==> src/design/first_seen_id_renumbering_defines.svh <==
// Assertion macros shared by the renumbering block
`ifndef FIRST_SEEN_ID_RENUMBERING_DEFINES_SVH
`define FIRST_SEEN_ID_RENUMBERING_DEFINES_SVH

// Condition must hold at every clock edge out of reset
`define FSIR_ASSERT_ALWAYS(label, cond, msg) \
   label: assert property (@(posedge clock) disable iff (reset) (cond)) \
      else $error(msg);

// Antecedent at one edge implies consequent at the next edge
`define FSIR_ASSERT_NEXT(label, ante, cons, msg) \
   label: assert property (@(posedge clock) disable iff (reset) (ante) |=> (cons)) \
      else $error(msg);

`endif

==> src/design/fsir_pkg.sv <==
// Types and constants for the first-seen identifier renumbering block
package fsir_pkg;

   localparam int ID_WIDTH = 24;

   typedef struct packed {
      logic [ID_WIDTH-1:0] node_id;
      logic                start_req;
      logic                last;
   } req_type;

   typedef struct packed {
      logic [7:0] local_index;
      logic       was_new;
      logic [8:0] distinct_count;
      logic       overflow;
      logic       last_out;
   } rsp_type;

   // controller -> datapath
   typedef struct packed {
      logic load;    // latch request beat, restart scan
      logic scan;    // search state active
      logic finish;  // write result register, insert on miss if not full
   } cmd_type;

   // datapath -> controller
   typedef struct packed {
      logic done;    // lookup resolved (hit or miss)
   } stat_type;

endpackage

==> src/design/fsir_ctrl.sv <==
// Controller: accept, search and result handoff sequencing
`include "first_seen_id_renumbering_defines.svh"

module fsir_ctrl (
   input  logic               clock,
   input  logic               reset,
   input  logic               req_valid,
   output logic               req_ready,
   output logic               rsp_valid,
   input  logic               rsp_ready,
   input  fsir_pkg::stat_type stat,
   output fsir_pkg::cmd_type  cmd
);

   localparam logic ST_IDLE   = 1'b0;
   localparam logic ST_SEARCH = 1'b1;

   logic state_ff, state_in;
   logic rsp_valid_ff, rsp_valid_in;
   logic slot_free;

   always_comb begin
      slot_free    = !rsp_valid_ff || rsp_ready;
      state_in     = state_ff;
      cmd          = '0;
      req_ready    = 1'b0;
      rsp_valid_in = rsp_valid_ff && !rsp_ready;

      unique case (state_ff)
         ST_IDLE: begin
            req_ready = 1'b1;
            if (req_valid) begin
               cmd.load = 1'b1;
               state_in = ST_SEARCH;
            end
         end
         ST_SEARCH: begin
            cmd.scan = 1'b1;
            if (stat.done && slot_free) begin
               cmd.finish   = 1'b1;
               rsp_valid_in = 1'b1;
               state_in     = ST_IDLE;
            end
         end
         default: begin
            state_in = ST_IDLE;
         end
      endcase
   end

   always_ff @(posedge clock) begin
      if (reset) begin
         state_ff     <= ST_IDLE;
         rsp_valid_ff <= 1'b0;
      end else begin
         state_ff     <= state_in;
         rsp_valid_ff <= rsp_valid_in;
      end
   end

   assign rsp_valid = rsp_valid_ff;

   `FSIR_ASSERT_NEXT(a_stall_holds,
      state_ff == ST_SEARCH && stat.done && !slot_free,
      state_ff == ST_SEARCH && stat.done,
      "resolved lookup lost while result slot busy")

endmodule

==> config.mk <==
export PLATFORM = sky130hd
export DESIGN_NAME = fsir_ctrl
export DESIGN_NICKNAME = d
export VERILOG_FILES = /design/src/design/fsir_pkg.sv /design/src/design/fsir_ctrl.sv
export VERILOG_INCLUDE_DIRS = /design/src /design/src/design
export SDC_FILE = /design/constraint.sdc
export NUM_CORES = 1
export LEC_CHECK = 0
export ABC_AREA = 1
export CORE_AREA = 5 5 42 44
export DETAILED_ROUTE_END_ITERATION = 7
export DIE_AREA = 0 0 47 49
export DONT_BUFFER_PORTS = 1
export GPL_ROUTABILITY_DRIVEN = 0
export PLACE_DENSITY_LB_ADDON = 0.1
export SLEW_MARGIN = 20
export SYNTH_ARGS = -nofsm -noshare
export SYNTH_HDL_FRONTEND = slang
export SYNTH_SLANG_ARGS = --single-unit
==> constraint.sdc <==
create_clock -name clock -period 1.9 [get_ports clock]
set_input_delay 0.095 -clock clock [delete_from_list [all_inputs] [get_ports clock]]
set_output_delay 0.095 -clock clock [all_outputs]
set_load 0.01 [all_outputs]
== After elaboration in Yosys (flattened, before gate mapping) ==
Index checks and enable logic that the tools add are counted.

* Word-level logic and storage cells: 17
* Flip-flop bits (word level): 2
* Input bits: 5
* Output and inout port bits: 5

* Reductions and logical operators: 5
* Muxes and demuxes: 9
* Bitwise logic cells: 1

{| class="wikitable"
|+ Operators with widths
! cell !! count
|-
| 2-to-1 mux 1 bit || 7
|-
| logical AND 1 bit || 2
|-
| zero test 1 bit || 2
|-
| 2-to-1 mux 2 bit || 1
|-
| case mux 1 bit (2 select lines) || 1
|-
| logical OR 1 bit || 1
|-
| NOT 1 bit || 1
|}

== Longest topological paths before layout ==
Gate-level depths: netlist (run 1).

* Depth in word-level cells: 5
* Mapped depth: 3
* Gate-level depth less buffers: 3

== Worst setup path after synthesis (run 1) ==
No wires, ideal clock.

* Path type: register to register
* From: reg state_ff
* To: reg state_ff
* Cell stages (with the launch flop): 4
* Slack: 1.129 ns
* Arrival: 0.651 ns
* Path buffers: 0
* Data required time: 1.781 ns
* Clock period less this slack: 0.771 ns
* Library setup time: 0.119 ns
* Cell sequence: dfxtp_1 -> nand2_2 -> a21oi_2 -> nor2_1

* Word-level cells in the longest chain between the ends: 2

{| class="wikitable"
|+ RTL lines
! what !! RTL line !! RTL
|-
| start: declaration || fsir_ctrl.sv:18 || <nowiki>logic state_ff, state_in;</nowiki>
|-
| start signal: assignment || fsir_ctrl.sv:56 || <nowiki>state_ff <= state_in;</nowiki>
|-
| NOT 1 bit || - ||
|-
| case mux 1 bit (2 select lines) (*) || fsir_ctrl.sv:29 || <nowiki>unique case (state_ff)</nowiki>
|}

Mark *: on every way between the ends. The rest lies on a longest branch, timed or not.
A chain may end at the register's enable or synchronous reset.

==> metrics, run 1 <==
outcome=complete, no violations; unrepaired setup endpoints after global routing=false; largest stage delay on the critical path=0.45 ns; Synth top area share=41.0%; crit path DAT=0.96 ns; IO Count=10; fin. max-slew vios=0; vias=90; Post-DP HPWL=220 um; fin crit share=55.4%; fraction of layout cells with a size suffix above 1=31.3%; DRT iter0 DRCs=2; routed wire length=272 um; Pleak=0.0615 nW; Final ANT Viol Nets=0; H-tree Lvls=1; worst rel slew slack=83.3%; vias in the first global route=99; syn avg cell area=7.51 um^2; clock latency on the worst-skew pair=0.22 ns; Die Area=0.00230 mm^2; Slew @ Worst Pin=0.250 ns; Fin Setup TNS=0 ns; clk sinks=2; via-per-instance ratio=2.81; cts hold-fix bufs=1; Hold Fails Final Rpt=0; CTS resizes=0; CP max stage cell=dfxtp_1; area leader, netlist=dfxtp_1; worst-path fanout max=5; Max Cap Viol=0; CP cell instances=nand2_2 -> a21oi_2; Tightest Hold Check Type=primary input to flip-flop; Clock transition at path regs=0.03 ns; n_diodes=0; Die H=49 um; first-pass GRT wire length=441 um; DR pass1 iterations=2; Die X=47 um; Synth Warn #=0; Critical Path End Type=output port; CP Launch Type=flip-flop; CTS tree=built; Num CTS Buffers=3; GRT Util Overall=3.52%; pwr dens=1100 mW/mm^2; CP Data Required Time=1.80 ns; Clock Path Buffers=2; final setup vio count=0; FMAX=0.950 GHz; Post-Synthesis Cell Area=97.6 um^2; dominant cells by area after synthesis=dfxtp_1 (41%), inv_1 (12%), a21oi_2 (9.0%); min Tclk post-route=1.05 ns; clock skew=0.00200 ns; Core ar.=0.00140 mm^2; wire per inst=8.50 um; Post-Synthesis Cells=13; Seq/Total Area, Yosys=41.0%; worst vdd ir=113 uV; FP Rows=14; WS Path Type=flip-flop to output port; DRC Markers=0; Root Driver=clkbuf_4; Net Count, Synth=18; Total Power=0.000157 W; synthesis-to-finish area growth=46.2%; NumNets Final=23; Yosys reg bits=2; initial antenna violation count=0; pin count of the biggest net entering global routing=6; Starting Density=6.96%; Port Buf Inserts=0; GRT overflow=0; Netlist cell types=9; Post-CTS Setup Bufs=0
where the power goes:
part / total (W) / switching [W] / internal, W
logic: 0.0000119 / 0.00000703 / 0.00000491
clock network: 0.0000948 / 0.0000250 / 0.0000698
registers: 0.0000500 / 0.00000491 / 0.0000451
total: 0.000157 / 0.0000369 / 0.000120
area by class of cell:
type	count	area, um^2
repair buffers	1	10.0
multi-input cells	7	38.8
clock buffers	3	22.5
well taps	16	20.0
flip-flops and latches	2	40.0
fillers	172	1260
inverters	3	11.3
worst max-delay path: cells and delay by family (launching register included):
kind             cells  cell delay (ns)
AO/OA/AOI/OAI        1             0.20
AND/OR/NAND/NOR      1             0.09
flip-flops           1             0.45
layout by cell type (no fill, tap or decap), drive strengths merged:
cell	n
nor2	2
nand2	2
dlygate4sd3	1
inv	3
dfxtp	2
a21oi	2
clkbuf	3
o21bai	1
state kept, by name, summed over array words and instances (netlist names):
| name | flops |
|---|---|
| rsp_valid | 1 |
| state_ff | 1 |
metrics by stage:
step           instances  utilization, %  hold WS (ns)  worst slack, ns  cell area (um^2)
2_1_floorplan         13               -         0.164             1.13              97.6
3_3_place_gp          28            7.86         0.173            0.975               110
3_5_place_dp          28            7.86         0.166            0.973               110
4_1_cts               32            10.2        0.0300            0.817               143
5_1_grt               32            10.2        0.0333            0.746               143
6_report              32            10.2        0.0338            0.848               143
worst paths after layout:
| check | startpoint | slack [ns] | cells after the start | to |
|---|---|---|---|---|
| setup / recovery | state_ff | 0.85 | 2 | cmd[0] |
| hold / removal | req_valid | 0.03 | 2 | state_ff |
| setup reg to reg | state_ff | 0.99 | 3 | state_ff |
| hold reg to reg | rsp_valid | 0.53 | 2 | rsp_valid |
metal layers:
metal | routed length [um] | vias to the layer above | GRT usage (%)
met5 | 0 | - | 0
met4 | 0 | 0 | 4.15
met3 | 47 | 0 | 5.90
met2 | 140 | 5 | 3.85
met1 | 83 | 41 | 1.75
li1 | - | 44 | -
cell families after synthesis:
family | Yosys count | share of synthesized area (%)
AOI/OAI and AO/OA | 3 | 21.8
buffers and inverters | 4 | 19.2
DFF | 2 | 41.0
and+or+nand+nor | 4 | 18.0
Yosys cell counts:
library cell / count
nor2_1: 2
buf_4: 1
nand2_2: 1
dfxtp_1: 2
a21oi_1: 1
inv_1: 3
a21oi_2: 1
o21bai_1: 1
nand2_1: 1
(Power assumes the default switching activity.)
==> run 2, diff against run 1 <==
Settings changed: ABC_AREA 1 to 0.
Clock period 1.9 ns to 0.9 ns, I/O delays scaled along.
==> metrics, run 2 <==
outcome=finished with violations; failing checks=hold timing; pwr dens=1800 mW/mm^2; Critical Path End Type=output port; Num CTS Buffers=3; CP cell instances=and2b_2; crit-path leading delay family=flip-flops; CP Launch Type=flip-flop; Port Buf Inserts=0; dominant cells by area after synthesis=dfxtp_1 (40%), nand2b_4 (14%), a311oi_1 (8.6%); largest stage delay on the critical path=0.35 ns; Root Driver=clkbuf_4; worst rel slew slack=86.9%; DRT iter0 DRCs=1; DRC Markers=0; clock latency on the worst-skew pair=0.22 ns; routed wire length=302 um; FMAX=1.17 GHz; n_diodes=0; IO Count=10; wire per inst=8.88 um; syn avg cell area=9.21 um^2; CTS tree=built; pin count of the biggest net entering global routing=6; asr flop ratio synth=0%; initial antenna violation count=0; Clock Path Buffers=2; most common cell in the netlist=dfxtp_1; GRT Util Overall=3.31%; final cell count without fillers=34; fraction of layout cells with a size suffix above 1=61.1%; Clock transition at path regs=0.03 ns; cell total after placement=28; Core ar.=0.00140 mm^2; Pleak=0.0793 nW; most frequent cells in the layout=clkbuf_4 (3), dlygate4sd3_1 (3), buf_4 (2); Final ANT Viol Nets=0; Net Count, Synth=16; min Tclk post-route=0.857 ns; final setup vio count=0; Netlist cell types=10; hold depth=2; fin crit share=95.2%; Hold Fails Final Rpt=1; Setup WS post-layout=0.0429 ns; Synth top area share=39.5%; Starting Density=7.23%; Die Area=0.00230 mm^2; DR pass1 iterations=2; cts hold-fix bufs=3; vias in the first global route=107; NumNets Final=25; Post-Synthesis Cells=11; vias=103; via-per-instance ratio=3.03; Setup WS pre-CTS=0.124 ns; H-tree Lvls=1; Yosys reg bits=2; WP buf/inv=0; EDFF count, synth=0; Post-CTS Setup Bufs=0; Tightest Hold Check Type=primary input to flip-flop; FP Rows=14; GRT overflow=0; first-pass GRT wire length=483 um; Synth Warn #=0; worst-path fanout max=5; R2R cell count=2; worst vdd ir=439 uV; Die H=49 um; CP Data Required Time=0.85 ns; WS Path Type=flip-flop to output port; synthesis-to-finish area growth=88.9%; crit path DAT=0.81 ns; area leader, netlist=dfxtp_1; Max Cap Viol=0; Die X=47 um; dominant synthesized flop cell=dfxtp_1; CP max stage cell=dfxtp_4; Slew @ Worst Pin=0.195 ns; Seq/Total Area, Yosys=39.5%; hold_ws=-0.00733 ns; WP depth=1; fin. max-slew vios=0; clock skew=0.00166 ns; clk sinks=2; Post-Synthesis Cell Area=101 um^2
## run 2: cell families (layout without fill, tap and decap cells)
group | after synthesis | count (layout) | synth area share (%)
AO/OA/AOI/OAI | 2 | 2 | 13.6
AND/OR/NAND/NOR | 5 | 5 | 35.8
flip-flops | 2 | 2 | 39.5
buffers and inverters | 2 | 9 | 11.1
## run 2: path summary, 6_finish.rpt
path                                 from         to  slack (ns)
worst min-delay path                 stat  rsp_valid      -0.007
worst max register to register  rsp_valid   state_ff        0.16
worst min register to register   state_ff   state_ff        0.47
worst max-delay path             state_ff     cmd[2]        0.04
## run 2: cell type report
| class | count | area (um^2) |
|---|---|---|
| tap | 16 | 20.0 |
| fill | 175 | 1210 |
| inverter | 1 | 3.75 |
| timing repair buffer | 5 | 45.0 |
| clock buffer | 3 | 22.5 |
| multi-input combinational | 7 | 55.1 |
| sequential | 2 | 45.0 |
## run 2: per-stage QoR
| stage | util, % | setup TNS (ns) | total power, W | cell area, um^2 | hold WS, ns |
|---|---|---|---|---|---|
| 2_1_floorplan | - | 0 | 0.000132 | 101 | 0.114 |
| 3_3_place_gp | 9.20 | 0 | 0.000140 | 129 | 0.118 |
| 3_5_place_dp | 9.20 | 0 | 0.000140 | 129 | 0.118 |
| 4_1_cts | 13.2 | 0 | 0.000361 | 185 | 0.0141 |
| 5_1_grt | 13.7 | -0.00358 | 0.000371 | 191 | -0.00510 |
| 6_report | 13.7 | 0 | 0.000344 | 191 | -0.00733 |
## run 2: repair_timing
action / CTS / global route
gates resized for setup: 2 / 3
hold endpoints to repair: 2 / 1
setup endpoints to repair: 2 / 2
## run 2: power breakdown
part           leakage (nW)  switching, W  internal (W)
combinational        0.0480     0.0000211     0.0000277
sequential           0.0175    0.00000708     0.0000957
clock                0.0138     0.0000460      0.000147
total                0.0793     0.0000742      0.000270
## run 2: layer usage
| metal | GRT usage [%] | vias up | part of all wire [%] |
|---|---|---|---|
| met3 | 5.17 | 0 | 19 |
| li1 | - | 51 | - |
| met1 | 3.72 | 44 | 44 |
| met2 | 2.94 | 8 | 38 |
| met4 | 1.38 | 0 | 0 |
| met5 | 0 | - | 0 |
==> run 3, diff against run 2 <==
Settings changed: CELL_PAD_IN_SITES_DETAIL_PLACEMENT set to 1, CELL_PAD_IN_SITES_GLOBAL_PLACEMENT set to 2.
==> metrics, run 3 (synthesis gave the netlist of run 2 again) <==
wire per inst=9.63 um; pwr dens=1740 mW/mm^2; largest stage delay on the critical path=0.55 ns; vias in the first global route=120; Starting Density=7.23%; R2R cell count=2; Total Power=0.000350 W; worst rel slew slack=87.7%; Clock transition at path regs=0.03 ns; Pleak=0.0834 nW; clk sinks=2; final setup vio count=0; WS Path Type=primary input to output port; Sw Share=21.9%; routed wire length=337 um; flop2flop setup slack=0.16 ns; hold path start=rsp_ready; CP max stage cell=dlygate4sd3_1; Clock Path Buffers=2; Post-CTS Setup Bufs=0; Die H=49 um; Hold Fails Final Rpt=0; Comb power frac=15.1%; hold depth=2; met1 Usage GRT=3.06%; GR peak layer=met4; met2 usage=4.52%; Hold Path End=rsp_valid; Post-DP HPWL=260 um; reg-to-reg endpoint=state_ff; GRT Util Overall=4.08%; Fin Setup TNS=0 ns; pin count of the biggest net entering global routing=6; worst-path fanout max=2; clock skew=0.00386 ns; worst vdd ir=349 uV; Slew @ Worst Pin=0.183 ns; FP Rows=14; CP Launch Type=primary input; first-pass GRT wire length=503 um; Root Driver=clkbuf_4; Num CTS Buffers=3; vias=110; Critical Path End Type=output port; final cell count without fillers=35; outcome=complete, no violations; Tightest Hold Check Type=primary input to flip-flop; crit path DAT=0.82 ns; Core ar.=0.00140 mm^2; CTS tree=built; clock latency on the worst-skew pair=0.22 ns; GRT overflow=0; IO Count=10; M3 GR Usage=1.11%; CP cell instances=dlygate4sd3_1 -> nand2_2 -> nor2b_2; CP Data Required Time=0.85 ns; DRC Markers=0; unrepaired setup endpoints after global routing=false; Die X=47 um; most frequent cells in the layout=dlygate4sd3_1 (4), clkbuf_4 (3), buf_4 (2); NumNets Final=26; switching power=0.0000766 W; launch point of the worst path=stat; Filler cells=173; initial antenna violation count=0; Sequential Power Share=29.5%; most common cell after layout, fill and taps aside=dlygate4sd3_1; H-tree Lvls=1; Die Area=0.00230 mm^2; n_diodes=0; fraction of layout cells with a size suffix above 1=57.9%; fin crit share=96.4%; Clock Power Share=55.4%; min Tclk post-route=0.867 ns; Port Buf Inserts=0; Max Cap Viol=0; synthesis-to-finish area growth=98.8%; FMAX=1.15 GHz; DR pass1 iterations=1; DRT iter0 DRCs=0; internal power=0.000273 W; via-per-instance ratio=3.14; fin. max-slew vios=0; cell total after placement=28; Final ANT Viol Nets=0; worst r2r src=rsp_valid
## run 3: changes by cell type in the layout (fill, tap and decap cells not counted)
cell           delta
dlygate4sd3_1     +1
## run 3: area by class of cell
class | count | area [um^2] | share of cell area (%)
tap | 16 | 20.0 | 9.94
clock buffer | 3 | 22.5 | 11.2
timing repair buffer | 6 | 55.1 | 27.3
sequential | 2 | 45.0 | 22.4
inverter | 1 | 3.75 | 1.86
multi-input combinational | 7 | 55.1 | 27.3
## run 3: power by group through the flow
stage                     clock network (W)   logic, W  registers [W]
after floorplan                           0  0.0000282       0.000103
after global placement                    0  0.0000377       0.000103
after detailed placement                  0  0.0000368       0.000103
after CTS                          0.000215  0.0000497       0.000103
after global routing               0.000216  0.0000583       0.000104
final                              0.000194  0.0000529       0.000103
## run 3: through the flow
step | hold WS [ns] | util, % | instance area, um^2 | setup WS, ns
final | 0.0333 | 14.4 | 201 | 0.0327
after global placement | 0.122 | 9.20 | 129 | 0.123
after global routing | 0.0443 | 14.4 | 201 | 0.00812
after floorplan | 0.114 | - | 101 | 0.124
after detailed placement | 0.120 | 9.20 | 129 | 0.136
after CTS | 0.0199 | 13.2 | 185 | 0.00179
## run 3: worst max-delay path by stage
stage	end	slack [ns]	cells after the start
floorplan	state_ff	0.12	2
global placement	state_ff	0.12	2
detailed placement	state_ff	0.14	2
CTS	cmd[0]	0.002	2
global route	cmd[0]	0.008	3
finish	cmd[0]	0.03	3
## run 3: critical path, delay by kind of cell
family / cells / cell delay (ns)
buffers and inverters: 1 / 0.55
and+or+nand+nor: 2 / 0.23
## run 3: timing repair
item | 4_1_cts | 5_1_grt
endpoints found under the setup margin | 2 | 1
hold buffers | 3 | 1
gates resized for setup | 2 | 3
hold endpoints to repair | 2 | 1
## run 3: metal layers
layer  up-vias  wire length [um]
li1         52                 -
met1        49               117
met2         7               177
met3         2                21
met4         0                20
met5         -                 0
